## src/design/hsp_pkg.sv

```systemverilog
// Types, constants and the sector table shared by the Hall decoder modules
package hsp_pkg;

  localparam int unsigned TIME_BITS_DEF = 32;
  localparam int unsigned TURN_BITS_DEF = 32;

  localparam logic [31:0] RPS_RESET  = 32'd1124419809;
  localparam logic [14:0] VLIM_RESET = 15'd1000;
  localparam logic [19:0] MICRO_SCALE = 20'd1000000;

  localparam int unsigned CFG_IDX_W = 2;
  localparam logic [CFG_IDX_W-1:0] REG_RPS  = 2'd0;
  localparam logic [CFG_IDX_W-1:0] REG_VLIM = 2'd1;

  localparam logic signed [1:0] DIR_NONE = 2'sb00;
  localparam logic signed [1:0] DIR_CW   = 2'sb01;
  localparam logic signed [1:0] DIR_CCW  = 2'sb11;

  // dividend rps * 1e6 fits 52 bits; quotient lands in the same register
  localparam int unsigned DVD_W       = 52;
  localparam int unsigned FRAC_SHIFT  = 14;
  localparam int unsigned ACC_W       = 62;
  localparam int unsigned ANGLE_W     = 48;
  localparam int unsigned MUL_ITERS   = 16;
  localparam int unsigned DIV_ITERS   = DVD_W / 2;
  localparam int unsigned CNT_W       = $clog2(DIV_ITERS);

  typedef enum logic [2:0] {
    S_IDLE,
    S_UPDATE,
    S_PREP,
    S_LOAD,
    S_CALC,
    S_DONE
  } state_t;

  typedef struct packed {
    logic accept;
    logic update;
    logic prep;
    logic load;
    logic mul_en;
    logic div_en;
    logic load_out;
  } ctrl_cmd_t;

  function automatic logic signed [3:0] sector_of(input logic [2:0] code);
    logic signed [3:0] s;
    unique case (code)
      3'd1:    s = 4'sd0;
      3'd2:    s = 4'sd4;
      3'd3:    s = 4'sd5;
      3'd4:    s = 4'sd2;
      3'd5:    s = 4'sd1;
      3'd6:    s = 4'sd3;
      default: s = -4'sd1;
    endcase
    return s;
  endfunction

endpackage

```

## src/design/hsp_ctrl.sv

```systemverilog
// Controller state machine sequencing update, multiply, divide and output
module hsp_ctrl (
  input  logic               clk,
  input  logic               rst_n,
  input  logic               in_valid,
  output logic               in_ready,
  output logic               out_valid,
  input  logic               out_ready,
  output hsp_pkg::ctrl_cmd_t cmd
);
  import hsp_pkg::*;

  state_t           state_r, state_nxt;
  logic [CNT_W-1:0] cnt_r, cnt_nxt;
  logic             out_valid_r, out_valid_nxt;

  always_ff @(posedge clk) begin
    if (!rst_n) begin
      state_r     <= S_IDLE;
      cnt_r       <= '0;
      out_valid_r <= 1'b0;
    end else begin
      state_r     <= state_nxt;
      cnt_r       <= cnt_nxt;
      out_valid_r <= out_valid_nxt;
    end
  end

  always_comb begin
    state_nxt     = state_r;
    cnt_nxt       = cnt_r;
    cmd           = '0;
    in_ready      = 1'b0;
    out_valid_nxt = out_valid_r;
    if (out_valid_r && out_ready) begin
      out_valid_nxt = 1'b0;
    end
    unique case (state_r)
      S_IDLE: begin
        in_ready = 1'b1;
        if (in_valid) begin
          cmd.accept = 1'b1;
          state_nxt  = S_UPDATE;
        end
      end
      S_UPDATE: begin
        cmd.update = 1'b1;
        state_nxt  = S_PREP;
      end
      S_PREP: begin
        cmd.prep  = 1'b1;
        state_nxt = S_LOAD;
      end
      S_LOAD: begin
        cmd.load  = 1'b1;
        cnt_nxt   = '0;
        state_nxt = S_CALC;
      end
      S_CALC: begin
        cmd.div_en = 1'b1;
        cmd.mul_en = (cnt_r < CNT_W'(MUL_ITERS));
        cnt_nxt    = cnt_r + 1'b1;
        if (cnt_r == CNT_W'(DIV_ITERS - 1)) begin
          state_nxt = S_DONE;
        end
      end
      S_DONE: begin
        if (!out_valid_r || out_ready) begin
          cmd.load_out  = 1'b1;
          out_valid_nxt = 1'b1;
          state_nxt     = S_IDLE;
        end
      end
      default: state_nxt = S_IDLE;
    endcase
  end

  assign out_valid = out_valid_r;

endmodule

```

## src/design/hsp_datapath.sv

```systemverilog
// Datapath: decoder state, config registers, serial multiplier and divider
module hsp_datapath #(
  parameter int unsigned TIME_BITS = hsp_pkg::TIME_BITS_DEF,
  parameter int unsigned TURN_BITS = hsp_pkg::TURN_BITS_DEF
) (
  input  logic                            clk,
  input  logic                            rst_n,
  input  hsp_pkg::ctrl_cmd_t              cmd,
  input  logic                            cfg_we,
  input  logic [hsp_pkg::CFG_IDX_W-1:0]   cfg_index,
  input  logic [31:0]                     cfg_wdata,
  input  logic                            in_action,
  input  logic                            in_hall_a,
  input  logic                            in_hall_b,
  input  logic                            in_hall_c,
  input  logic [31:0]                     in_now_us,
  output logic signed [3:0]               out_sector,
  output logic signed [1:0]               out_turn_direction,
  output logic signed [31:0]              out_electric_turns,
  output logic signed [31:0]              out_step_count,
  output logic signed [31:0]              out_period_us,
  output logic signed [31:0]              out_velocity,
  output logic signed [hsp_pkg::ANGLE_W-1:0] out_angle,
  output logic                            out_state_changed
);
  import hsp_pkg::*;

  localparam int unsigned STEP_W = TURN_BITS + 4;
  localparam int unsigned VQ_W   = DVD_W - FRAC_SHIFT;

  // configuration
  logic [31:0] rps_r;
  logic [14:0] vlim_r;

  // latched input word
  logic                 action_r;
  logic [2:0]           code_r;
  logic [TIME_BITS-1:0] now_r;

  // decoder state
  logic [2:0]           hall_r, hall_nxt;
  logic signed [3:0]    sector_r, sector_nxt;
  logic signed [1:0]    dir_r, dir_nxt;
  logic signed [1:0]    prev_dir_r, prev_dir_nxt;
  logic [TURN_BITS-1:0] turn_r, turn_nxt;
  logic [TIME_BITS-1:0] last_r, last_nxt;
  logic [TIME_BITS-1:0] period_r, period_nxt;
  logic                 changed_r, changed_nxt;

  // arithmetic
  logic signed [STEP_W-1:0] step_r;
  logic                     vzero_r;
  logic                     negv_r;
  logic [TIME_BITS-1:0]     mag_r;
  logic [ACC_W-1:0]         acc_r, m1_r, m3_r;
  logic [31:0]              mplier_r;
  logic [DVD_W-1:0]         dvd_r;
  logic [TIME_BITS-1:0]     rem_r;

  // output word
  logic signed [3:0]         sector_o_r;
  logic signed [1:0]         dir_o_r;
  logic signed [31:0]        turns_o_r, step_o_r, period_o_r, vel_o_r;
  logic signed [ANGLE_W-1:0] angle_o_r;
  logic                      changed_o_r;

  // update comb
  logic signed [3:0]    new_sector;
  logic signed [4:0]    diff;
  logic signed [1:0]    new_dir;
  logic [TURN_BITS-1:0] new_turn;

  // prep comb
  logic signed [STEP_W-1:0]    turn_ext;
  logic signed [TIME_BITS-1:0] per_s, el_s;

  // calc comb
  logic [ACC_W-1:0]   pp;
  logic [TIME_BITS:0] t1, t2;
  logic               ge1, ge2;
  logic [TIME_BITS-1:0] r1, r2;

  // output comb
  logic [VQ_W-1:0] vq;
  logic            over;
  logic [31:0]     v32;

  always_ff @(posedge clk) begin
    if (!rst_n) begin
      rps_r  <= RPS_RESET;
      vlim_r <= VLIM_RESET;
    end else if (cfg_we) begin
      unique case (cfg_index)
        REG_RPS:  rps_r  <= cfg_wdata;
        REG_VLIM: vlim_r <= cfg_wdata[14:0];
        default:  ;
      endcase
    end
  end

  always_ff @(posedge clk) begin
    if (cmd.accept) begin
      action_r <= in_action;
      code_r   <= {in_hall_a, in_hall_b, in_hall_c};
      now_r    <= TIME_BITS'(in_now_us);
    end
  end

  always_comb begin
    new_sector   = sector_of(code_r);
    diff         = 5'(new_sector) - 5'(sector_r);
    new_turn     = turn_r;
    if (diff > 5'sd3) begin
      new_dir  = DIR_CCW;
      new_turn = turn_r - 1'b1;
    end else if (diff < -5'sd3) begin
      new_dir  = DIR_CW;
      new_turn = turn_r + 1'b1;
    end else begin
      new_dir = (new_sector > sector_r) ? DIR_CW : DIR_CCW;
    end

    hall_nxt     = hall_r;
    sector_nxt   = sector_r;
    dir_nxt      = dir_r;
    prev_dir_nxt = prev_dir_r;
    turn_nxt     = turn_r;
    last_nxt     = last_r;
    period_nxt   = period_r;
    changed_nxt  = changed_r;
    if (cmd.update) begin
      changed_nxt = 1'b0;
      if (!action_r && (code_r != hall_r)) begin
        changed_nxt  = 1'b1;
        hall_nxt     = code_r;
        sector_nxt   = new_sector;
        dir_nxt      = new_dir;
        prev_dir_nxt = new_dir;
        turn_nxt     = new_turn;
        last_nxt     = now_r;
        period_nxt   = (new_dir == prev_dir_r) ? (now_r - last_r) : '0;
      end
    end
  end

  always_ff @(posedge clk) begin
    if (!rst_n) begin
      hall_r     <= '0;
      sector_r   <= '0;
      dir_r      <= DIR_NONE;
      prev_dir_r <= DIR_NONE;
      turn_r     <= '0;
      last_r     <= '0;
      period_r   <= '0;
      changed_r  <= 1'b0;
    end else begin
      hall_r     <= hall_nxt;
      sector_r   <= sector_nxt;
      dir_r      <= dir_nxt;
      prev_dir_r <= prev_dir_nxt;
      turn_r     <= turn_nxt;
      last_r     <= last_nxt;
      period_r   <= period_nxt;
      changed_r  <= changed_nxt;
    end
  end

  assign turn_ext = STEP_W'(signed'(turn_r));
  assign per_s    = signed'(period_r);
  assign el_s     = signed'(now_r - last_r);

  always_ff @(posedge clk) begin
    if (cmd.prep) begin
      step_r  <= (turn_ext <<< 2) + (turn_ext <<< 1) + STEP_W'(sector_r);
      vzero_r <= (per_s == '0) || (dir_r == DIR_NONE) || (el_s > per_s);
      negv_r  <= (per_s < 0) ^ (dir_r < 0);
      mag_r   <= (per_s < 0) ? (TIME_BITS'(0) - period_r) : period_r;
    end
  end

  // radix-4 multiply digit and two restoring divide steps per cycle
  always_comb begin
    case (mplier_r[1:0])
      2'd0:    pp = '0;
      2'd1:    pp = m1_r;
      2'd2:    pp = m1_r << 1;
      default: pp = m3_r;
    endcase
    t1  = {rem_r, dvd_r[DVD_W-1]};
    ge1 = (t1 >= {1'b0, mag_r});
    r1  = ge1 ? TIME_BITS'(t1 - {1'b0, mag_r}) : t1[TIME_BITS-1:0];
    t2  = {r1, dvd_r[DVD_W-2]};
    ge2 = (t2 >= {1'b0, mag_r});
    r2  = ge2 ? TIME_BITS'(t2 - {1'b0, mag_r}) : t2[TIME_BITS-1:0];
  end

  always_ff @(posedge clk) begin
    if (cmd.load) begin
      acc_r    <= '0;
      m1_r     <= ACC_W'(step_r);
      m3_r     <= ACC_W'(step_r) + (ACC_W'(step_r) << 1);
      mplier_r <= rps_r;
      dvd_r    <= rps_r * MICRO_SCALE;
      rem_r    <= '0;
    end else begin
      if (cmd.mul_en) begin
        acc_r    <= acc_r + pp;
        m1_r     <= m1_r << 2;
        m3_r     <= m3_r << 2;
        mplier_r <= mplier_r >> 2;
      end
      if (cmd.div_en) begin
        rem_r <= r2;
        dvd_r <= {dvd_r[DVD_W-3:0], ge1, ge2};
      end
    end
  end

  assign vq   = dvd_r[DVD_W-1:FRAC_SHIFT];
  assign over = (vq > VQ_W'({vlim_r, 16'b0}));
  assign v32  = vq[31:0];

  always_ff @(posedge clk) begin
    if (cmd.load_out) begin
      sector_o_r  <= sector_r;
      dir_o_r     <= dir_r;
      turns_o_r   <= 32'(signed'(turn_r));
      step_o_r    <= 32'(step_r);
      period_o_r  <= 32'(per_s);
      vel_o_r     <= (vzero_r || over) ? 32'sd0 : (negv_r ? signed'(-v32) : signed'(v32));
      angle_o_r   <= signed'(acc_r[FRAC_SHIFT +: ANGLE_W]);
      changed_o_r <= changed_r;
    end
  end

  assign out_sector         = sector_o_r;
  assign out_turn_direction = dir_o_r;
  assign out_electric_turns = turns_o_r;
  assign out_step_count     = step_o_r;
  assign out_period_us      = period_o_r;
  assign out_velocity       = vel_o_r;
  assign out_angle          = angle_o_r;
  assign out_state_changed  = changed_o_r;

endmodule

```

## src/design/hall_sensor_position_velocity.sv

```systemverilog
// Top level of the Hall sensor position and velocity decoder
// An accepted word steps through UPDATE, PREP, LOAD, CALC and DONE to out_valid;
// a new word is taken only back in IDLE. A held result does not block that accept.
// The radix-4 velocity divider bounds CALC; the angle multiply runs beside it.
// Synchronous active-low reset clears decoder state and loads config defaults.
module hall_sensor_position_velocity #(
  parameter int unsigned TIME_BITS = hsp_pkg::TIME_BITS_DEF,
  parameter int unsigned TURN_BITS = hsp_pkg::TURN_BITS_DEF
) (
  input  logic                              clk,
  input  logic                              rst_n,
  input  logic                              cfg_we,
  input  logic [hsp_pkg::CFG_IDX_W-1:0]     cfg_index,
  input  logic [31:0]                       cfg_wdata,
  input  logic                              in_valid,
  output logic                              in_ready,
  input  logic                              in_action,
  input  logic                              in_hall_a,
  input  logic                              in_hall_b,
  input  logic                              in_hall_c,
  input  logic [31:0]                       in_now_us,
  output logic                              out_valid,
  input  logic                              out_ready,
  output logic signed [3:0]                 out_sector,
  output logic signed [1:0]                 out_turn_direction,
  output logic signed [31:0]                out_electric_turns,
  output logic signed [31:0]                out_step_count,
  output logic signed [31:0]                out_period_us,
  output logic signed [31:0]                out_velocity,
  output logic signed [hsp_pkg::ANGLE_W-1:0] out_angle,
  output logic                              out_state_changed
);
  import hsp_pkg::*;

  ctrl_cmd_t cmd;

  hsp_ctrl u_ctrl (
    .clk       (clk),
    .rst_n     (rst_n),
    .in_valid  (in_valid),
    .in_ready  (in_ready),
    .out_valid (out_valid),
    .out_ready (out_ready),
    .cmd       (cmd)
  );

  hsp_datapath #(
    .TIME_BITS (TIME_BITS),
    .TURN_BITS (TURN_BITS)
  ) u_dp (
    .clk                (clk),
    .rst_n              (rst_n),
    .cmd                (cmd),
    .cfg_we             (cfg_we),
    .cfg_index          (cfg_index),
    .cfg_wdata          (cfg_wdata),
    .in_action          (in_action),
    .in_hall_a          (in_hall_a),
    .in_hall_b          (in_hall_b),
    .in_hall_c          (in_hall_c),
    .in_now_us          (in_now_us),
    .out_sector         (out_sector),
    .out_turn_direction (out_turn_direction),
    .out_electric_turns (out_electric_turns),
    .out_step_count     (out_step_count),
    .out_period_us      (out_period_us),
    .out_velocity       (out_velocity),
    .out_angle          (out_angle),
    .out_state_changed  (out_state_changed)
  );

endmodule

```

## config.mk

```make
export PLATFORM = sky130hd
export DESIGN_NAME = hall_sensor_position_velocity
export DESIGN_NICKNAME = d
export VERILOG_FILES = /design/src/design/hsp_pkg.sv /design/src/design/hsp_ctrl.sv /design/src/design/hsp_datapath.sv /design/src/design/hall_sensor_position_velocity.sv
export SDC_FILE = /design/constraint.sdc
export NUM_CORES = 2
export LEC_CHECK = 0
export CAP_MARGIN = 10
export CORE_MARGIN = 1.5
export CORE_UTILIZATION = 59
export CTS_CLUSTER_DIAMETER = 200
export DETAILED_ROUTE_END_ITERATION = 7
export DONT_BUFFER_PORTS = 1
export PLACE_DENSITY = 0.78
export SYNTH_ARGS = -nofsm -noshare
export SYNTH_HDL_FRONTEND = slang
export SYNTH_SLANG_ARGS = --single-unit
export TNS_END_PERCENT = 100
```

## constraint.sdc

```tcl
create_clock -name clk -period 6.1 [get_ports clk]
set_input_delay 0.61 -clock clk [delete_from_list [all_inputs] [get_ports clk]]
set_output_delay 0.61 -clock clk [all_outputs]
set_load 0.005 [all_outputs]
```

Word-level counts from Yosys, hierarchy flattened
Cells that the tools add are included.
{"block": "word_totals", "ff_bits": 753, "in_bits": 75, "elab_cells": 139}
{"block": "op_classes", "n_addsub": 13, "mul": 1, "order_cmp": 10, "n_eq_ne": 20, "muxes": 38, "bitwise": 1, "n_reduce_logical": 22}
{"cell": "2-to-1 mux 32 bit", "n": 9}
{"cell": "2-to-1 mux 62 bit", "n": 4}
{"cell": "case mux 62 bit (3 select lines)", "n": 1}
{"cell": "2-to-1 mux 52 bit", "n": 2}
{"cell": "subtractor 32 bit", "n": 3}
{"cell": "greater-or-equal comparator 33 x 32 -> 1 bit", "n": 2}
{"cell": "adder 62 bit", "n": 1}
{"cell": "multiplier 32 x 14 -> 46 bit, second input constant", "n": 1}
{"cell": "adder 36 x 37 -> 38 bit", "n": 1}
{"cell": "> comparator 38 x 31 -> 1 bit", "n": 1}
{"cell": "adder 35 x 4 -> 36 bit", "n": 1}
{"cell": "adder 34 x 33 -> 35 bit", "n": 1}
{"cell": "adder 32 x 1 -> 32 bit, second input constant", "n": 1}
{"cell": "> comparator 32 bit", "n": 1}
{"cell": "zero test 32 bit", "n": 1}
{"cell": "less-than comparator 32 x 1 -> 1 bit, second input constant", "n": 1}
{"cell": "negator 32 bit", "n": 1}
{"cell": "subtractor 1 x 32 -> 32 bit, first input constant", "n": 1}
{"cell": "subtractor 32 x 1 -> 32 bit, second input constant", "n": 1}
{"cell": "case mux 4 bit (6 select lines)", "n": 1}
{"cell": "case mux 3 bit (6 select lines)", "n": 1}
{"cell": "== test 3 bit, second input constant", "n": 5}
{"cell": "== test 3 x 2 -> 1 bit, second input constant", "n": 4}
{"cell": "2-to-1 mux 1 bit", "n": 12}
{"cell": "other kinds (27)", "n": 48}

Longest topological paths before layout
{"block": "logic_depth", "ltp_word": 8, "depth_mapped": 26}

Modules after synthesis
Synthesis repeated with hierarchy kept, for this count alone.
{"block": "unflattened", "cells_unflattened": 5090, "area_unflattened_um2": 50718.6}
{"module": "hsp_datapath", "instances": 1, "cells_each": 5037, "area_per_inst_um2": 50246.9}
{"module": "hsp_ctrl", "instances": 1, "cells_each": 53, "area_per_inst_um2": 471.7}

Worst setup path before layout
Ideal clock, no wire load.
{"block": "synth_path", "path_type": "register to register", "startpoint": "reg u_ctrl.state_r[1]", "endpoint": "reg u_dp.mag_r[0] (enable)", "setup_ns": 0.599, "arrival_ns": 5.667, "required_time_ns": 5.501, "setup_slack_ns": -0.165, "path_stages_with_launch": 3, "cell_sequence": "dfxtp_1 > clkbuf_1 > nor3b_1"}
{"block": "synth_via", "elab_chain_len": 2}
{"element": "start, declared", "line_no": "hsp_ctrl.sv:13", "source": "state_t state_r, state_nxt;"}
{"element": "start signal, assigned", "line_no": "hsp_ctrl.sv:23", "source": "state_r <= state_nxt;"}
{"element": "== test 3 x 2 -> 1 bit", "line_no": "hsp_ctrl.sv:38", "source": "unique case (state_r)"}
{"element": "2-to-1 mux 1 bit", "line_no": "hsp_ctrl.sv:38"}
{"element": "end signal, assigned", "line_no": "hsp_datapath.sv:177", "source": "mag_r <= (per_s < 0) ? (TIME_BITS'(0) - period_r) : period_r;"}
{"element": "end, declared", "line_no": "hsp_datapath.sv:54", "source": "logic [TIME_BITS-1:0] mag_r;"}
No other way between the ends.
A chain may end at the register's enable or synchronous reset.

Worst setup path after layout
{"block": "layout_path", "startpoint": "reg u_dp.rps_r[5]", "endpoint": "reg u_dp.dvd_r[50] (data pin)"}
{"block": "layout_via", "elab_chain_len": 2}
{"element": "start, declared", "line_no": "hsp_datapath.sv:32", "source": "logic [31:0] rps_r;"}
{"element": "start signal, assigned", "line_no": "hsp_datapath.sv:94", "source": "REG_RPS: rps_r <= cfg_wdata;"}
{"element": "multiplier 32 x 14 -> 46 bit", "line_no": "hsp_datapath.sv:203", "source": "dvd_r <= rps_r * MICRO_SCALE;"}
{"element": "2-to-1 mux 52 bit", "line_no": "hsp_datapath.sv:198", "source": "if (cmd.load) begin"}
{"element": "end signal, assigned", "line_no": "hsp_datapath.sv:203"}
{"element": "end signal, assigned", "line_no": "hsp_datapath.sv:214", "source": "dvd_r <= {dvd_r[DVD_W-3:0], ge1, ge2};"}
{"element": "end, declared", "line_no": "hsp_datapath.sv:57", "source": "logic [DVD_W-1:0] dvd_r;"}
No other way between the ends.

==> reports/metrics.cfg <==
[global_routing]
grtUsageMet2_pct=45.8
groute.layer.met3.usage_pct=5.74
grt_overflow=0
grt_most_used_layer=met2
global_route.usage.total_pct=27.8
grt_start_max_net_pins=157
antenna_violations_before_repair=1
use_met1_pct=36.8
grt_pass1_vias=36900
grt_first_pass_wirelength_um=194000

[drt]
dr.first_iter.drc_count=2465
dr.pass1.iters=5
wire_per_inst_um=19.0
vias=37800
totalWireLength_um=121000
detail-route-antenna-nets=0
remaining_drc_errors=0
vias_per_cell=5.92

[yosys]
postSynth.topFlopCell=edfxtp_1
syn_avg_cell_area_um2=9.82
synth-seq-cells=752
synth_area_mm2=0.0504
synth.area.top_cells=edfxtp_1, ha_1, dfxtp_1, fa_1, nand2_1
synth_top_area_share_pct=29.2
mappedNetlistNets=5809
async_reset_ff_share_pct=0
synth_sequential_area_ratio_pct=39.6
netlist_instances=5127
synth-edff-count=490
count_of_unique_library_cells_instantiated_by_yosys=89
synth.yosys.warnings=0
synth_top_area_cell=edfxtp_1

[clocking]
clkTransAtPathRegs_ns=0.07
cts_sink_cnt=752
clockRootBuffer=clkbuf_16
clock_tree.buffer_depth=3
cts_buffers=83
h-tree-depth=3
cts_tree=done
post_cts_hold_buffer_count=0
clock_latency_ns=0.66

[floorplan]
num_io_pins=260
fp.dieH_um=295
die_w_um=295
floorplan.die_area_mm2=0.0871
start_util_pct=59.9
rows=106
core_mm2=0.0841

[timing]
post-route-min-period_ns=5.99
worst_slack_ns=0.114
timing.max_slew.rel_slack_pct=28.6
finClkSkew_ns=0.0188
finalSetupViolCount=0
max_slew.worst_pin.slew_ns=1.07
unrepaired_setup_endpoints_after_global_routing=true
maxClockFrequency_mhz=167
finalMaxSlewViolations=0
period_share_pct=98.1
report.final.hold_viol_count=0

[power]
power.density_mw_per_mm2=342
ir_worst_vdd_mv=0.316
leakagePower_nw=23.8
post-layout-total-power_mw=19.0

[layout]
finish.instance_area_mm2=0.0557
syn2layout_area_growth_pct=10.7
layoutNonFillerInstCount=6382
final_net_count=5862
num_antenna_cells=0
final_core_utilization_pct=66.3
layout-drive-gt1-share_pct=10.0

[place]
dp_hpwl_um=88900
placement.io_buffers=0
dp_cells=6222
finalWeightedCongestion=0.972
pre_cts_ws_ns=-0.159
detailed_place.area_mm2=0.0524

[flow_run]
cap_violations=0

[worst_setup_path]
worst-path-max-fanout=5
crit_required_ns=6.48
worstPathArrival_ns=6.37
start_kind=flop
cp-end-kind=flop
critPathKind=flop to flop

[min_path]
class_of_the_worst_hold_path=primary input to flop

[status]
outcome=complete, no violations

[path summary, 6_finish.rpt]
check | start | slack (ns) | cells after the start | endpoint
min | in_now_us[29] | 0.05 | 0 | u_dp.now_r[29]$_DFFE_PP_
max reg2reg | u_dp.rps_r[5]$_SDFFE_PN1P_ | 0.11 | 23 | u_dp.dvd_r[50]$_DFFE_PP_
min reg2reg | u_dp.changed_r$_SDFFE_PN0P_ | 0.45 | 0 | u_dp.out_state_changed$_DFFE_PP_
max | u_dp.rps_r[5]$_SDFFE_PN1P_ | 0.11 | 23 | u_dp.dvd_r[50]$_DFFE_PP_
[layout by cell type, fill, tap and decap left out, types with 85 or more instances in the layout]
cell type  Yosys  layout
nand2_1      742     741
edfxtp_1     490     490
ha_1         434     426
inv_1        394     372
o21ai_0      298     292
a21oi_1      290     283
dfxtp_1      262     249
nor2_1       212     205
xnor2_1      198     198
fa_1         173     167
a21o_1       163     163
buf_4          0     151
xor2_1       126     126
mux2_2        87      87
a21boi_0      85      85
clkbuf_16      0      85
[layer usage]
| metal | share of wire (%) | vias to the layer above |
|---|---|---|
| met4 | 3.3 | 0 |
| li1 | - | 18400 |
| met3 | 7.1 | 244 |
| met1 | 43 | 18000 |
| met2 | 46 | 1157 |
| met5 | 0 | - |
[logic make-up after synthesis]
kind of cell | synth area share, %
adder cells (fa/ha/maj) | 17.7
flip-flops | 39.6
multiplexers | 2.63
XOR/XNOR | 5.64
AO/OA/AOI/OAI | 16.8
AND/OR/NAND/NOR | 13.3
buffers and inverters | 4.37
[critical path, stage by stage, from the launching register on]
cell	delay, ns
dfxtp_2	0.34
inv_2	0.07
buf_4	0.14
fa_1	0.51
inv_1	0.06
fa_2	0.34
fa_2	0.58
fa_1	0.44
ha_1	0.33
inv_1	0.06
fa_1	0.51
inv_1	0.07
ha_4	0.18
a21oi_2	0.14
o221ai_2	0.13
a21o_1	0.17
a211o_1	0.33
a221oi_2	0.31
a21boi_2	0.11
a41o_1	0.20
o21a_1	0.21
o41ai_2	0.23
xor2_1	0.17
o21ai_0	0.08
[synthesized netlist by cell type, types with 15 or more instances]
| master | count |
|---|---|
| nand2_1 | 742 |
| edfxtp_1 | 490 |
| ha_1 | 434 |
| inv_1 | 394 |
| o21ai_0 | 298 |
| a21oi_1 | 290 |
| dfxtp_1 | 262 |
| nor2_1 | 212 |
| xnor2_1 | 198 |
| clkbuf_1 | 178 |
| fa_1 | 173 |
| a21o_1 | 163 |
| xor2_1 | 126 |
| mux2_2 | 87 |
| a21boi_0 | 85 |
| a22o_1 | 79 |
| nand3_1 | 66 |
| nor2b_1 | 63 |
| nor3_1 | 57 |
| nand4_1 | 53 |
| nand2b_1 | 46 |
| and2_1 | 45 |
| o21bai_1 | 43 |
| o21a_1 | 41 |
| and3_1 | 37 |
| or3_1 | 37 |
| o31ai_1 | 35 |
| a31oi_1 | 33 |
| mux2i_1 | 33 |
| nor4_1 | 25 |
| a22oi_1 | 24 |
| a211oi_1 | 20 |
| o211ai_1 | 20 |
| or2_2 | 16 |
| or4_1 | 15 |
[where the power goes]
part           leakage (nW)  switching (mW)  internal [mW]  total, mW
registers              6.76           0.355           5.84       6.20
logic                  15.6            4.07           3.29       7.36
clock network          1.44            2.16           3.33       5.49
[final cells by class]
| type | instances | area [um^2] |
|---|---|---|
| timing repair buffer | 159 | 1280 |
| sequential | 752 | 20000 |
| clock buffer | 100 | 2250 |
| clock inverter | 53 | 732 |
| tap | 1134 | 1420 |
| multi-input combinational | 3790 | 28600 |
| inverter | 394 | 1490 |
| fill | 6632 | 28400 |
[state kept, by name (all words and copies together), names as in the netlist, 5 cells and up]
name,flops
u_dp.last_r,32
u_dp.now_r,32
u_dp.out_step_count,32
u_dp.mag_r,32
u_dp.rps_r,32
u_dp.dvd_r,52
u_dp.mplier_r,32
u_dp.out_velocity,32
u_dp.m1_r,62
u_dp.m3_r,61
u_dp.acc_r,62
u_dp.out_period_us,32
u_dp.turn_r,32
u_dp.per_s,32
u_dp.vlim_r,15
u_dp.out_angle,48
u_ctrl.cnt_r,5
u_dp.out_electric_turns,32
u_dp.rem_r,32
u_dp.step_r,36
[through the flow]
stage / TNS (ns) / hold WS (ns)
floorplan: 0 / 0.408
global placement: -0.0409 / 0.440
detailed placement: -0.629 / 0.426
CTS: 0 / 0.0117
global route: -0.298 / 0.0116
finish: 0 / 0.0510
[what timing repair did]
action                                  CTS  global route
resized for setup                        22            62
endpoints found under the setup margin    9            19
buffers inserted                          1             5
pin swaps                                13            70
endpoints found under the hold margin     0             0
No activity file was read; power rests on OpenSTA's default activity.
